## config.mk

```make
export PLATFORM = sky130hd
export DESIGN_NAME = lfo_period_symmetry_calc
export DESIGN_NICKNAME = d
export VERILOG_FILES = /design/src/rtl/lfops_pkg.sv /design/src/rtl/lfops_adjust.sv /design/src/rtl/lfo_period_symmetry_calc.sv
export SDC_FILE = /design/constraint.sdc
export NUM_CORES = 1
export LEC_CHECK = 0
export BUFFER_PORTS_ARGS = -buffer_cell sky130_fd_sc_hd__buf_2
export CORE_MARGIN = 3
export CORE_UTILIZATION = 60
export CTS_CLUSTER_DIAMETER = 150
export DETAILED_ROUTE_END_ITERATION = 16
export PLACE_DENSITY_LB_ADDON = 0.25
export SLEW_MARGIN = 25
export SYNTH_ARGS = -nofsm -noshare
export SYNTH_HDL_FRONTEND = slang
export SYNTH_SLANG_ARGS = --single-unit
```

## constraint.sdc

```tcl
create_clock -name clk_i -period 7.9 [get_ports clk_i]
set_clock_uncertainty 0.1 [all_clocks]
set_input_delay 1.58 -clock clk_i [delete_from_list [all_inputs] [get_ports clk_i]]
set_output_delay 1.58 -clock clk_i [all_outputs]
set_load 0.01 [all_outputs]
```

## src/rtl/lfops_pkg.sv

```systemverilog
package lfops_pkg;

  localparam logic CfgSymEnable = 1'b0;
  localparam logic CfgFreqSteps = 1'b1;

  localparam logic        SymEnableReset  = 1'b1;
  localparam logic [10:0] FreqStepsReset  = 11'd600;
  localparam logic [10:0] LowSpanMax      = 11'd115;
  localparam logic [6:0]  ReloadOffset    = 7'd12;
  localparam logic [8:0]  FullPeriod      = 9'd256;
  localparam logic [7:0]  RemHalf         = 8'd128;
  localparam logic [4:0]  IndexMax        = 5'd15;

  typedef struct packed {
    logic       sym_en;
    logic       lengthen;
    logic       odd;
    logic [6:0] offset;
  } ctrl_t;

  typedef struct packed {
    ctrl_t       ctrl;
    logic [14:0] prod;
    logic [6:0]  raw;
    logic [4:0]  base;
    logic [8:0]  period;
  } adj_in_t;

  typedef struct packed {
    logic [8:0] reload;
    logic [3:0] index;
    logic       halved;
    logic [6:0] offset;
  } result_t;

endpackage

```

## src/rtl/lfops_adjust.sv

```systemverilog
module lfops_adjust (
  input  lfops_pkg::adj_in_t adj_i,
  output lfops_pkg::result_t res_o
);

  logic [6:0] delta;
  logic [7:0] rem;
  logic [8:0] shrt;
  logic [8:0] lng;
  logic       small_span;
  logic       rem_up;
  logic [8:0] shrt_r;
  logic [8:0] lng_r;
  logic [8:0] lng_f;
  logic       alt;
  logic       halved;
  logic       nudge;
  logic [8:0] reload_sym;
  logic [4:0] index_sel;

  always_comb begin
    delta      = adj_i.prod[14:8];
    rem        = adj_i.prod[7:0];
    shrt       = adj_i.period - {2'b00, delta};
    lng        = adj_i.period + {2'b00, delta};
    small_span = !lng[8] || ((lng == lfops_pkg::FullPeriod) && (rem == 8'd0));
    rem_up     = small_span ? (rem > lfops_pkg::RemHalf) : (rem >= lfops_pkg::RemHalf);
    shrt_r     = shrt - {8'd0, rem_up};
    lng_r      = lng + {8'd0, rem_up};
    halved     = !small_span && adj_i.ctrl.lengthen;
    alt        = small_span ? (rem == lfops_pkg::RemHalf) : (adj_i.ctrl.lengthen && lng_r[0]);
    lng_f      = small_span ? lng_r : {1'b0, lng_r[8:1]};
    nudge      = alt && adj_i.ctrl.odd;
    if (adj_i.ctrl.lengthen) begin
      reload_sym = lfops_pkg::FullPeriod - lng_f - {8'd0, nudge};
    end else begin
      reload_sym = lfops_pkg::FullPeriod - shrt_r + {8'd0, nudge};
    end

    if (adj_i.ctrl.sym_en) begin
      index_sel     = halved ? (adj_i.base - 5'd1) : adj_i.base;
      res_o.reload  = reload_sym;
      res_o.halved  = halved;
      res_o.offset  = adj_i.ctrl.offset;
    end else begin
      index_sel     = adj_i.base;
      res_o.reload  = {2'b00, adj_i.raw};
      res_o.halved  = 1'b0;
      res_o.offset  = 7'd0;
    end
    res_o.index = (index_sel > lfops_pkg::IndexMax) ? 4'd15 : index_sel[3:0];
  end

endmodule

```

## src/rtl/lfo_period_symmetry_calc.sv

```systemverilog
// LFO period and symmetry calculator. Each request on the slave side carries the speed and
// symmetry readings with the waveform position, and yields exactly one result on the master
// side: the timer reload value, the prescaler table index, a halving flag and the symmetry
// amount. The block is a four-stage pipeline (speed multiply, reload and prescaler split,
// period multiply, rounding and symmetry adjust into the output register) and takes one
// request every cycle while the output is not stalled. Each stage holds only while its
// successor is full and stalled, so bubbles close up under back-pressure.
// The two configuration registers are written through the plain write port and should only be
// changed while no request is in flight.
module lfo_period_symmetry_calc (
  input  logic        clk_i,
  input  logic        rst_ni,
  input  logic        cfg_we_i,
  input  logic        cfg_idx_i,
  input  logic [10:0] cfg_wdata_i,
  input  logic        s_tvalid,
  output logic        s_tready,
  // speed_reading[9:0], symmetry_reading[17:10], half_cycle[18], quadrant[19],
  // wave_index[28:20], zero fill[31:29]
  input  logic [31:0] s_tdata,
  output logic        m_tvalid,
  input  logic        m_tready,
  // reload_value[8:0], prescaler_index[12:9], prescaler_halved[13],
  // symmetry_offset[20:14], zero fill[23:21]
  output logic [23:0] m_tdata
);

  logic        sym_en_q;
  logic [10:0] freq_steps_q;

  logic v1_q, v2_q, v3_q, vo_q;
  logic en1, en2, en3, eno;

  lfops_pkg::ctrl_t   ctrl1_d, ctrl1_q, ctrl2_q;
  logic [20:0]        scaled_prod_q;
  logic [10:0]        scaled;
  logic [10:0]        sub;
  logic [6:0]         raw_d, raw_q;
  logic [4:0]         base_d, base_q;
  logic [8:0]         period_d, period_q;
  lfops_pkg::adj_in_t adj_q;
  lfops_pkg::result_t res_d, res_q;

  always_ff @(posedge clk_i or negedge rst_ni) begin
    if (!rst_ni) begin
      sym_en_q     <= lfops_pkg::SymEnableReset;
      freq_steps_q <= lfops_pkg::FreqStepsReset;
    end else if (cfg_we_i) begin
      case (cfg_idx_i)
        lfops_pkg::CfgSymEnable: sym_en_q     <= cfg_wdata_i[0];
        lfops_pkg::CfgFreqSteps: freq_steps_q <= cfg_wdata_i;
        default: ;
      endcase
    end
  end

  assign eno      = !vo_q || m_tready;
  assign en3      = !v3_q || eno;
  assign en2      = !v2_q || en3;
  assign en1      = !v1_q || en2;
  assign s_tready = en1;
  assign m_tvalid = vo_q;

  always_ff @(posedge clk_i or negedge rst_ni) begin
    if (!rst_ni) begin
      v1_q <= 1'b0;
      v2_q <= 1'b0;
      v3_q <= 1'b0;
      vo_q <= 1'b0;
    end else begin
      if (en1) v1_q <= s_tvalid;
      if (en2) v2_q <= v1_q;
      if (en3) v3_q <= v2_q;
      if (eno) vo_q <= v3_q;
    end
  end

  always_comb begin
    ctrl1_d.sym_en   = sym_en_q;
    ctrl1_d.lengthen = !s_tdata[17] ^ (s_tdata[18] ^ s_tdata[19]);
    ctrl1_d.odd      = s_tdata[20];
    ctrl1_d.offset   = s_tdata[17] ? s_tdata[16:10] : ~s_tdata[16:10];
  end

  always_ff @(posedge clk_i) begin
    if (en1) begin
      scaled_prod_q <= {11'd0, s_tdata[9:0]} * {10'd0, freq_steps_q};
      ctrl1_q       <= ctrl1_d;
    end
  end

  always_comb begin
    scaled = scaled_prod_q[20:10];
    sub    = scaled - lfops_pkg::LowSpanMax;
    if (scaled <= lfops_pkg::LowSpanMax) begin
      raw_d  = scaled[6:0] + lfops_pkg::ReloadOffset;
      base_d = 5'd1;
    end else begin
      raw_d  = sub[6:0];
      base_d = {1'b0, sub[10:7]} + 5'd2;
    end
    period_d = lfops_pkg::FullPeriod - {2'b00, raw_d};
  end

  always_ff @(posedge clk_i) begin
    if (en2) begin
      raw_q    <= raw_d;
      base_q   <= base_d;
      period_q <= period_d;
      ctrl2_q  <= ctrl1_q;
    end
  end

  always_ff @(posedge clk_i) begin
    if (en3) begin
      adj_q.prod   <= {6'd0, period_q} * {8'd0, ctrl2_q.offset};
      adj_q.raw    <= raw_q;
      adj_q.base   <= base_q;
      adj_q.period <= period_q;
      adj_q.ctrl   <= ctrl2_q;
    end
  end

  lfops_adjust u_adjust (
    .adj_i (adj_q),
    .res_o (res_d)
  );

  always_ff @(posedge clk_i) begin
    if (eno) begin
      res_q <= res_d;
    end
  end

  assign m_tdata = {3'b000, res_q.offset, res_q.halved, res_q.index, res_q.reload};

  a_stall_only_from_output: assert property (@(posedge clk_i) disable iff (!rst_ni)
    !s_tready |-> (m_tvalid && !m_tready))
    else $error("input stalled without a stalled output");

  a_reload_range: assert property (@(posedge clk_i) disable iff (!rst_ni)
    m_tvalid |-> (m_tdata[8:0] <= 9'd256))
    else $error("reload value above full period");

  a_halved_range: assert property (@(posedge clk_i) disable iff (!rst_ni)
    (m_tvalid && m_tdata[13]) |-> ((m_tdata[8:0] >= 9'd63) && (m_tdata[8:0] <= 9'd128)))
    else $error("halved period outside its range");

endmodule

```

==> results of run 1 <==
-- cells by family after synthesis --
| group | after synthesis |
|---|---|
| fa+ha+maj | 228 |
| xor+xnor | 72 |
| mux | 19 |
| buf+inv | 190 |
| simple gates | 334 |
| flops | 133 |
| compound gates | 107 |
| other cells | 1 |
-- stage by stage --
step,setup slack (ns),hold WS [ns],std cells,util [%]
6_report,1.12,0.318,1404,67.2
5_1_grt,0.846,0.324,1404,67.2
3_3_place_gp,0.847,0.300,1372,64.1
4_1_cts,1.12,0.319,1404,67.2
3_5_place_dp,0.738,0.305,1372,64.1
2_1_floorplan,1.01,0.300,1086,-
-- state kept, by name, indices dropped and copies added (netlist names), 5 cells and up --
signal	cells
ctrl1_q	10
ctrl2_q	10
raw_q	7
scaled_prod_q	11
base_q	5
freq_steps_q	11
period_q	8
m_tdata	21
adj_q	45
-- final cells by class --
class	instances	area share, %
multi-input combinational	763	54.8
sequential	133	31.0
inverter	153	4.54
clock buffer	22	3.67
tap	260	2.57
timing repair buffer	63	2.55
clock inverter	10	0.850
-- per-layer routing --
| layer | vias up | global-route usage (%) | wire length (µm) |
|---|---|---|---|
| li1 | 3654 | - | - |
| met1 | 3635 | 30.9 | 10100 |
| met2 | 181 | 33.4 | 9830 |
| met3 | 19 | 3.81 | 1020 |
| met4 | 0 | 3.94 | 190 |
| met5 | - | 0 | 0 |
-- worst reg2reg max path, cell delays in order (launching register included) --
cell,delay (ns)
dfstp_2,0.67
nand2_1,0.12
fa_1,0.55
inv_1,0.05
fa_1,0.45
ha_1,0.29
inv_1,0.05
fa_1,0.52
inv_1,0.05
fa_1,0.48
ha_1,0.24
or3_1,0.42
o221ai_1,0.18
a21oi_1,0.09
o21a_1,0.19
a221o_1,0.41
a41o_1,0.31
o41a_1,0.37
a21oi_1,0.20
xnor2_1,0.08
-- how the worst max path moves through the flow --
stage	endpoint	slack (ns)	cells after the start
2_1_floorplan	scaled_prod_q[20]	1.01	20
3_3_place_gp	scaled_prod_q[20]	0.85	20
3_5_place_dp	scaled_prod_q[20]	0.74	20
4_1_cts	scaled_prod_q[20]	1.12	20
5_1_grt	scaled_prod_q[20]	0.85	20
6_report	scaled_prod_q[20]	1.12	20
-- cells in the final DEF (no fill, tap or decap), types with 3 or more instances in the layout --
cell	synthesis	routed
ha_1	123	123
nor2b_1	12	12
and3_1	6	6
dfstp_2	5	5
clkbuf_16	0	17
buf_4	4	3
o21bai_1	8	8
nand3_1	14	14
a21o_1	6	6
inv_1	153	153
conb_1	1	3
mux2i_1	5	5
xor2_1	20	20
a31oi_1	5	5
and2_1	85	85
o21a_1	11	11
xnor2_1	51	51
buf_2	3	60
clkbuf_1	28	3
or4_1	3	3
clkinv_2	0	5
nand2_1	122	121
nor4_1	4	4
nand2b_1	12	12
o31ai_1	4	4
o31a_1	3	3
edfxtp_1	117	117
nor3_1	15	15
a21oi_1	31	31
clkinvlp_4	0	3
dfrtp_1	11	11
o211ai_1	3	3
or2_2	3	3
mux2_2	14	14
fa_1	105	105
o21ai_0	14	14
nor2_1	39	39
==> impl_metrics.ini, run 1 <==
[route]
drt-initial-drc-count = 342
route.vias.total = 7489
postRouteAntennaNets = 0
wl_per_cell_um = 15.1
viasPerCell = 5.33
firstDrtPassIters = 5
wl_um = 21200
remaining_drc_errors = 0

[clocking]
hold_buffers = 0
clk_latency_ns = 0.42
path_clk_slew_ns = 0.06
cts_resized = 0
clock_path_buffers = 2
post-cts-setup-buffers = 0
cts_tree = done
cts_sinks = 133
cts_max_level = 4
cts-root-buf = clkbuf_16
numCtsBuffers = 17

[critical_path]
path_delay_family = adder cells
crit_top_cell = fa_1
worstPathRequired_ns = 7.97
max_stage_delay_ns = 0.55
rr_endpoint = scaled_prod_q[20]
reg2reg_from = freq_steps_q[4]
path_buf_inv = 4
critPathKind = in2reg
critPathLaunch = s_tdata[3]
cp-start-kind = input pin
rr_worst_depth = 19
rrSetupSlack_ns = 1.81
crit_arrival_ns = 6.84
cp_slowest_cell = fa_1
end_kind = register
crit_chain = buf_2 > nand2_1 > fa_1 > inv_1 > fa_1 > ha_1 > inv_1 > fa_1 > inv_1 > fa_1 > ha_1 > or3_1 > o221ai_1 > a21oi_1 > o21a_1 > a221o_1 > a41o_1 > o41a_1 > a21oi_1 > xnor2_1
cp_max_fo = 11

[worst_hold_path]
hp-class = reg2reg
hold_depth = 0
min_to = ctrl2_q[2]
hp-start = ctrl1_q[2]

[synthesis]
synth_top_area_cell = edfxtp_1
synth_area_um2 = 11600
synthCells = 1084
synth_mux_area_share_pct = 1.79
synth_edf_count = 117
synth_top_area_share_pct = 30.3
synthArstFlopShare_pct = 12.0
yosysMostFrequentCell = inv_1
synth-xor-area-share_pct = 5.50
synthAdderAreaFrac_pct = 31.4
synth-simple-area-share_pct = 14.6
synth_compound_area_share_pct = 6.39
ys_seq_area_share_pct = 33.8
ys_seq_elements = 133
syn_area_per_cell_um2 = 10.7
synth.top_cells.by_count = inv_1, ha_1, nand2_1
synth_ff_type = edfxtp_1
synth.distinct_cells = 69
yosys_warnings = 0
synth_area_leaders = edfxtp_1, fa_1, ha_1
synth_top_family_by_area = adder cells

[placement]
postPlaceCellArea_um2 = 12100
io_buffers = 60
gp_congestion = 0.830
dp_hpwl_um = 16400

[job]
max-cap-violations = 0

[floorplanning]
die_y_um = 145
core_um2 = 18800
start_util_pct = 61.6
die_w_um = 145
die-area_um2 = 21000
row_count = 50
ios = 75

[global_routing]
grt_use_total_pct = 21.0
first_global_vias = 7477
antenna_found_initial = 0
gr-total-overflow = 0
grt_pass1_wl_um = 36000
grt_max_degree = 47

[sta]
finalSetupTns_ns = 0
worst_pin_slew_ns = 0.933
slew_violations = 0
finalSetupViolCount = 0
min_period_ns = 6.78
fmax_ghz = 0.148
rsz0062_at_grt = false
post-route-period-util_pct = 85.8
max_slew_margin_pct = 37.8
hold_viol_final = 0

[cells_and_area]
final_cell_area_um2 = 12700
antenna_cells = 0
drive_gt1_share_pct = 11.4
area_delta_synth_final_pct = 9.14
layout.nets = 1408
regArea_um2 = 3920
multi_input_area_um2 = 6940
nFillCells = 1404

[status]
status = completed
Power of run 1 is left out: the tool's default activity adds up to more than one toggle a clock period on the data nets, which glitch-free logic cannot reach.
==> inputs of run 2 (changes only) <==
Settings changed: ABC_AREA from default to 1, TNS_END_PERCENT from default to 10.
==> run 2 against run 1 <==
Net effect: first-iteration DRC count increased by 72%; hold slack improved by 0.0019 ns; maximum frequency increased by 8.6%; largest cell class unchanged; synthesized area increased by 4.5%; routed wire length increased by 11%; flip-flop and latch count unchanged; core utilization decreased by 0.40 points; final area increased by 3.8%; via count increased by 16%; cell count increased by 19%.
==> impl_metrics.ini, run 2 <==
[cells_and_area]
layout.nets = 1676
post-route-util_pct = 66.8
final_common_cell = nand2_1
regArea_um2 = 3920
regMostFlops = adj_q
antenna_cells = 0
area_delta_synth_final_pct = 8.41
largest_register_ff_count = 45
drive_gt1_share_pct = 10.3
top_regs = adj_q: 45 flops, m_tdata: 21 flops
multi_input_area_um2 = 6930
mostFrequentLayoutCells = nand2_1, inv_1, ha_1
nFillCells = 1623

[clocking]
cts_max_level = 4
hold_buffers = 0
cts_resized = 0
clock_path_buffers = 2
cts-root-buf = clkbuf_16
numCtsBuffers = 17
path_clk_slew_ns = 0.05
cts_tree = done
cts_sinks = 133
post-cts-setup-buffers = 0
clk_latency_ns = 0.42

[route]
drt-initial-drc-count = 587
route.vias.total = 8691
wl_um = 23500
remaining_drc_errors = 0
firstDrtPassIters = 5
postRouteAntennaNets = 0
viasPerCell = 5.19
wl_per_cell_um = 14.0

[synthesis]
synth_area_um2 = 12100
synth.distinct_cells = 46
synth_ff_type = edfxtp_1
synth_top_area_share_pct = 29.0
synth_area_leaders = edfxtp_1, fa_1, ha_1
yosysMostFrequentCell = nand2_1
synthCells = 1354
yosys_warnings = 0
synthArstFlopShare_pct = 12.0
ys_seq_area_share_pct = 32.4
synth_top_area_cell = edfxtp_1
synth_edf_count = 117
ys_seq_elements = 133
syn_area_per_cell_um2 = 8.95
synth.top_cells.by_count = nand2_1, inv_1, ha_1

[worst_hold_path]
hp-class = reg2reg

[job]
max-cap-violations = 0

[sta]
max_slew_margin_pct = 34.9
worst_pin_slew_ns = 0.975
finalSetupViolCount = 0
min_period_ns = 6.24
fmax_ghz = 0.160
slew_violations = 0
rsz0062_at_grt = false
finalSetupTns_ns = 0
hold_viol_final = 0
post-route-period-util_pct = 79.0

[critical_path]
crit_top_cell = fa_1
max_stage_delay_ns = 0.63
end_kind = register
critPathKind = in2reg
cp_max_fo = 11
crit_chain = buf_2 > nand2_1 > fa_1 > fa_1 > inv_1 > fa_1 > fa_1 > fa_1 > ha_1 > nand2_1 > nor2_1 > inv_1 > o31ai_1 > a211oi_1 > nor2_1 > xor2_1
cp_slowest_cell = o31ai_1
crit_arrival_ns = 6.30
cp-start-kind = input pin
worstPathRequired_ns = 7.97

[global_routing]
grt_use_total_pct = 22.7
gr-total-overflow = 0
antenna_found_initial = 0
first_global_vias = 8562
grt_pass1_wl_um = 40000
grt_max_degree = 48

[floorplanning]
start_util_pct = 61.6
die_w_um = 148
ios = 75
die-area_um2 = 21900
die_y_um = 148
row_count = 51
core_um2 = 19700

[placement]
io_buffers = 60
gp_congestion = 0.883
dp_hpwl_um = 18400

[status]
status = completed
[run 2: cell types whose count changed in the layout (fill, tap and decap cells not counted), moves of 11 or more]
| cell | previous run | this run |
|---|---|---|
| and2_1 | 85 | 2 |
| nor2_1 | 39 | 77 |
| xnor2_1 | 51 | 18 |
| nand2_1 | 121 | 319 |
| nor3_1 | 15 | 4 |
| nor2b_1 | 12 | 0 |
| nand3_1 | 14 | 44 |
| nand2b_1 | 12 | 0 |
| inv_1 | 153 | 289 |
| o21ai_0 | 14 | 28 |
| a21oi_1 | 31 | 56 |
| xor2_1 | 20 | 35 |
[run 2: layer usage]
metal  vias to the layer above  GRT usage, %  wire [µm]
met5                         -             0          0
met4                         0          6.65        426
met3                        40          3.99       1370
met2                       250          37.0      11000
met1                      4122          31.6      10700
li1                       4279             -          -
[run 2: cells by family (layout without fill, tap and decap cells)]
kind of cell,count (synthesis),count (layout),synth area share [%]
simple gates,490,490,17.2
buf+inv,333,388,10.5
fa+ha+maj,228,228,30.1
flops,133,133,32.4
compound gates,103,103,4.70
xor+xnor,56,56,4.24
mux,10,10,0.930
other cells,1,3,0.0310
[run 2: stage by stage]
stage	setup slack, ns	instance area [µm²]	hold WS, ns	std cells
5_1_grt	1.40	13100	0.324	1676
3_5_place_dp	1.36	12600	0.305	1645
4_1_cts	1.72	13100	0.318	1676
2_1_floorplan	1.76	12100	0.300	1356
3_3_place_gp	1.40	12600	0.302	1645
6_report	1.66	13100	0.320	1676
[run 2: worst max-delay path, delay by kind of cell]
| kind | cells | cell delay [ns] |
|---|---|---|
| compound gates | 2 | 0.83 |
| xor+xnor | 1 | 0.07 |
| fa+ha+maj | 6 | 2.93 |
| buf+inv | 3 | 0.33 |
| simple gates | 4 | 0.54 |
[run 2: cell type report]
type / instances / share of cell area (%)
clock inverters: 11 / 0.667
flip-flops and latches: 133 / 29.9
clock buffers: 20 / 3.33
inverters: 295 / 8.43
well taps: 265 / 2.53
repair buffers: 62 / 2.40
multi-input cells: 890 / 52.8
[run 2: worst paths after layout]
check	from	end	slack [ns]	depth (start not counted)
max in group asynchronous	rst_ni	sym_en_q	6.42	1
min in group asynchronous	rst_ni	freq_steps_q[2]	0.97	1
hold / removal	raw_q[1]	adj_q[15]	0.32	0
hold reg to reg	raw_q[1]	adj_q[15]	0.32	0
setup / recovery	s_tdata[9]	scaled_prod_q[20]	1.66	16
setup reg to reg	adj_q[14]	m_tdata[8]	2.08	32
Power of run 2 is left out for the same reason.
==> inputs of run 3 (changes only) <==
Settings changed: CORE_UTILIZATION 60 to 57.
Clock period 7.9 ns to 5.72 ns, I/O delays scaled along.
==> run 3 against run 2 <==
Net effect: clock-buffer cell count is 3 lower; worst setup slack worse by 1.4 ns; core utilization is 1.3 points lower; register-to-register slack worse by 1.8 ns; final area is 2.6% higher; critical path depth is 18 higher; flip-flop and latch count stayed put; global-route usage is 0.42 points lower; die area is 5.1% higher; via count is 0.26% higher; largest cell class unchanged.
==> impl_metrics.ini, run 3 (synthesis gave the netlist of run 2 again) <==
[floorplanning]
die_w_um = 152
die_y_um = 152
die-area_um2 = 23000
ios = 75
core_um2 = 20600
start_util_pct = 58.9
row_count = 52

[global_routing]
antenna_found_initial = 0
grt_max_degree = 47
grt_use_total_pct = 22.3
first_global_vias = 8606
gr-total-overflow = 0
grt_pass1_wl_um = 40300

[critical_path]
rr_endpoint = m_tdata[8]
crit_top_cell = nand2_1
reg2reg_from = adj_q[29]
rr_worst_depth = 34
end_kind = register
path_buf_inv = 4
cp_slowest_cell = edfxtp_1
crit_arrival_ns = 5.53
path_delay_family = simple AND/OR/NAND/NOR gates
cp-start-kind = register
max_stage_delay_ns = 0.44
worstPathRequired_ns = 5.79
rrSetupSlack_ns = 0.26
cp_max_fo = 5
critPathKind = reg2reg

[route]
remaining_drc_errors = 0
wl_per_cell_um = 13.9
route.vias.total = 8714
firstDrtPassIters = 5
postRouteAntennaNets = 0
drt-initial-drc-count = 475
wl_um = 23900
viasPerCell = 5.08

[clocking]
path_clk_slew_ns = 0.06
clk_latency_ns = 0.44
clock_path_buffers = 2
cts_sinks = 133
cts-root-buf = clkbuf_16
cts_tree = done
hold_buffers = 0
cts_max_level = 4
numCtsBuffers = 17

[worst_hold_path]
hp-start = ctrl2_q[7]
hp-class = reg2reg
min_to = adj_q[43]
hold_depth = 0

[cells_and_area]
area_delta_synth_final_pct = 11.2
largest_register_ff_count = 45
top_regs = adj_q: 45 flops, m_tdata: 21 flops
regMostFlops = adj_q
mostFrequentLayoutCells = nand2_1, inv_1, ha_1
layout.nets = 1709
antenna_cells = 0
drive_gt1_share_pct = 13.4
final_common_cell = nand2_1
fin_cells = 1715

[sta]
slew_violations = 0
post-route-period-util_pct = 95.5
hold_viol_final = 0
min_period_ns = 5.46
fmax_ghz = 0.183
worst_pin_slew_ns = 0.746
finalSetupViolCount = 0
max_slew_margin_pct = 50.2

[placement]
dp_hpwl_um = 18900
gp_congestion = 0.912
dp_cells = 1677
io_buffers = 60

[status]
status = completed

[job]
max-cap-violations = 0
## run 3: area by class of cell
type	count	area [µm²]
inverter	295	1110
sequential	133	3920
tap	270	338
clock buffer	17	425
timing repair buffer	95	563
multi-input combinational	890	6980
clock inverter	15	135
fill	1687	7090
## run 3: metrics by stage
stage	hold WS, ns	setup TNS (ns)	util (%)	area [µm²]	worst slack [ns]
floorplan	0.300	0	-	12100	0.0191
CTS	0.314	0	65.1	13400	0.0968
finish	0.314	0	65.5	13500	0.260
global placement	0.300	-0.0795	62.3	12800	-0.0795
detailed placement	0.305	-0.178	62.3	12800	-0.131
global route	0.318	-0.0432	65.5	13500	-0.0432
## run 3: timing repair
item                                    4_1_cts  5_1_grt
gates resized for setup                       0       12
endpoints found under the setup margin        0        2
buffers inserted                              0        6
## run 3: how the worst max path moves through the flow
stage | endpoint | from | cells after the start | slack [ns]
after floorplan | scaled_prod_q[20] | s_tdata[9] | 16 | 0.02
after global placement | scaled_prod_q[20] | s_tdata[9] | 17 | -0.08
after detailed placement | scaled_prod_q[20] | s_tdata[9] | 17 | -0.13
after CTS | m_tdata[8] | adj_q[14] | 32 | 0.1
after global routing | m_tdata[8] | adj_q[14] | 32 | -0.04
final | m_tdata[8] | adj_q[29] | 34 | 0.26
## run 3: metal layers
layer | GRT usage, % | routed length, µm
met2 | 36.9 | 11400
met5 | 0 | 0
met1 | 29.7 | 10700
met3 | 4.61 | 1270
met4 | 6.83 | 483
## run 3: worst reg2reg max path: cells and delay by family, from the launching register on
| family | cells | cell delay [ns] |
|---|---|---|
| compound gates | 4 | 0.58 |
| fa+ha+maj | 6 | 1.69 |
| flops | 1 | 0.44 |
| buf+inv | 4 | 0.23 |
| simple gates | 20 | 2.15 |
Power of run 3 is left out for the same reason.
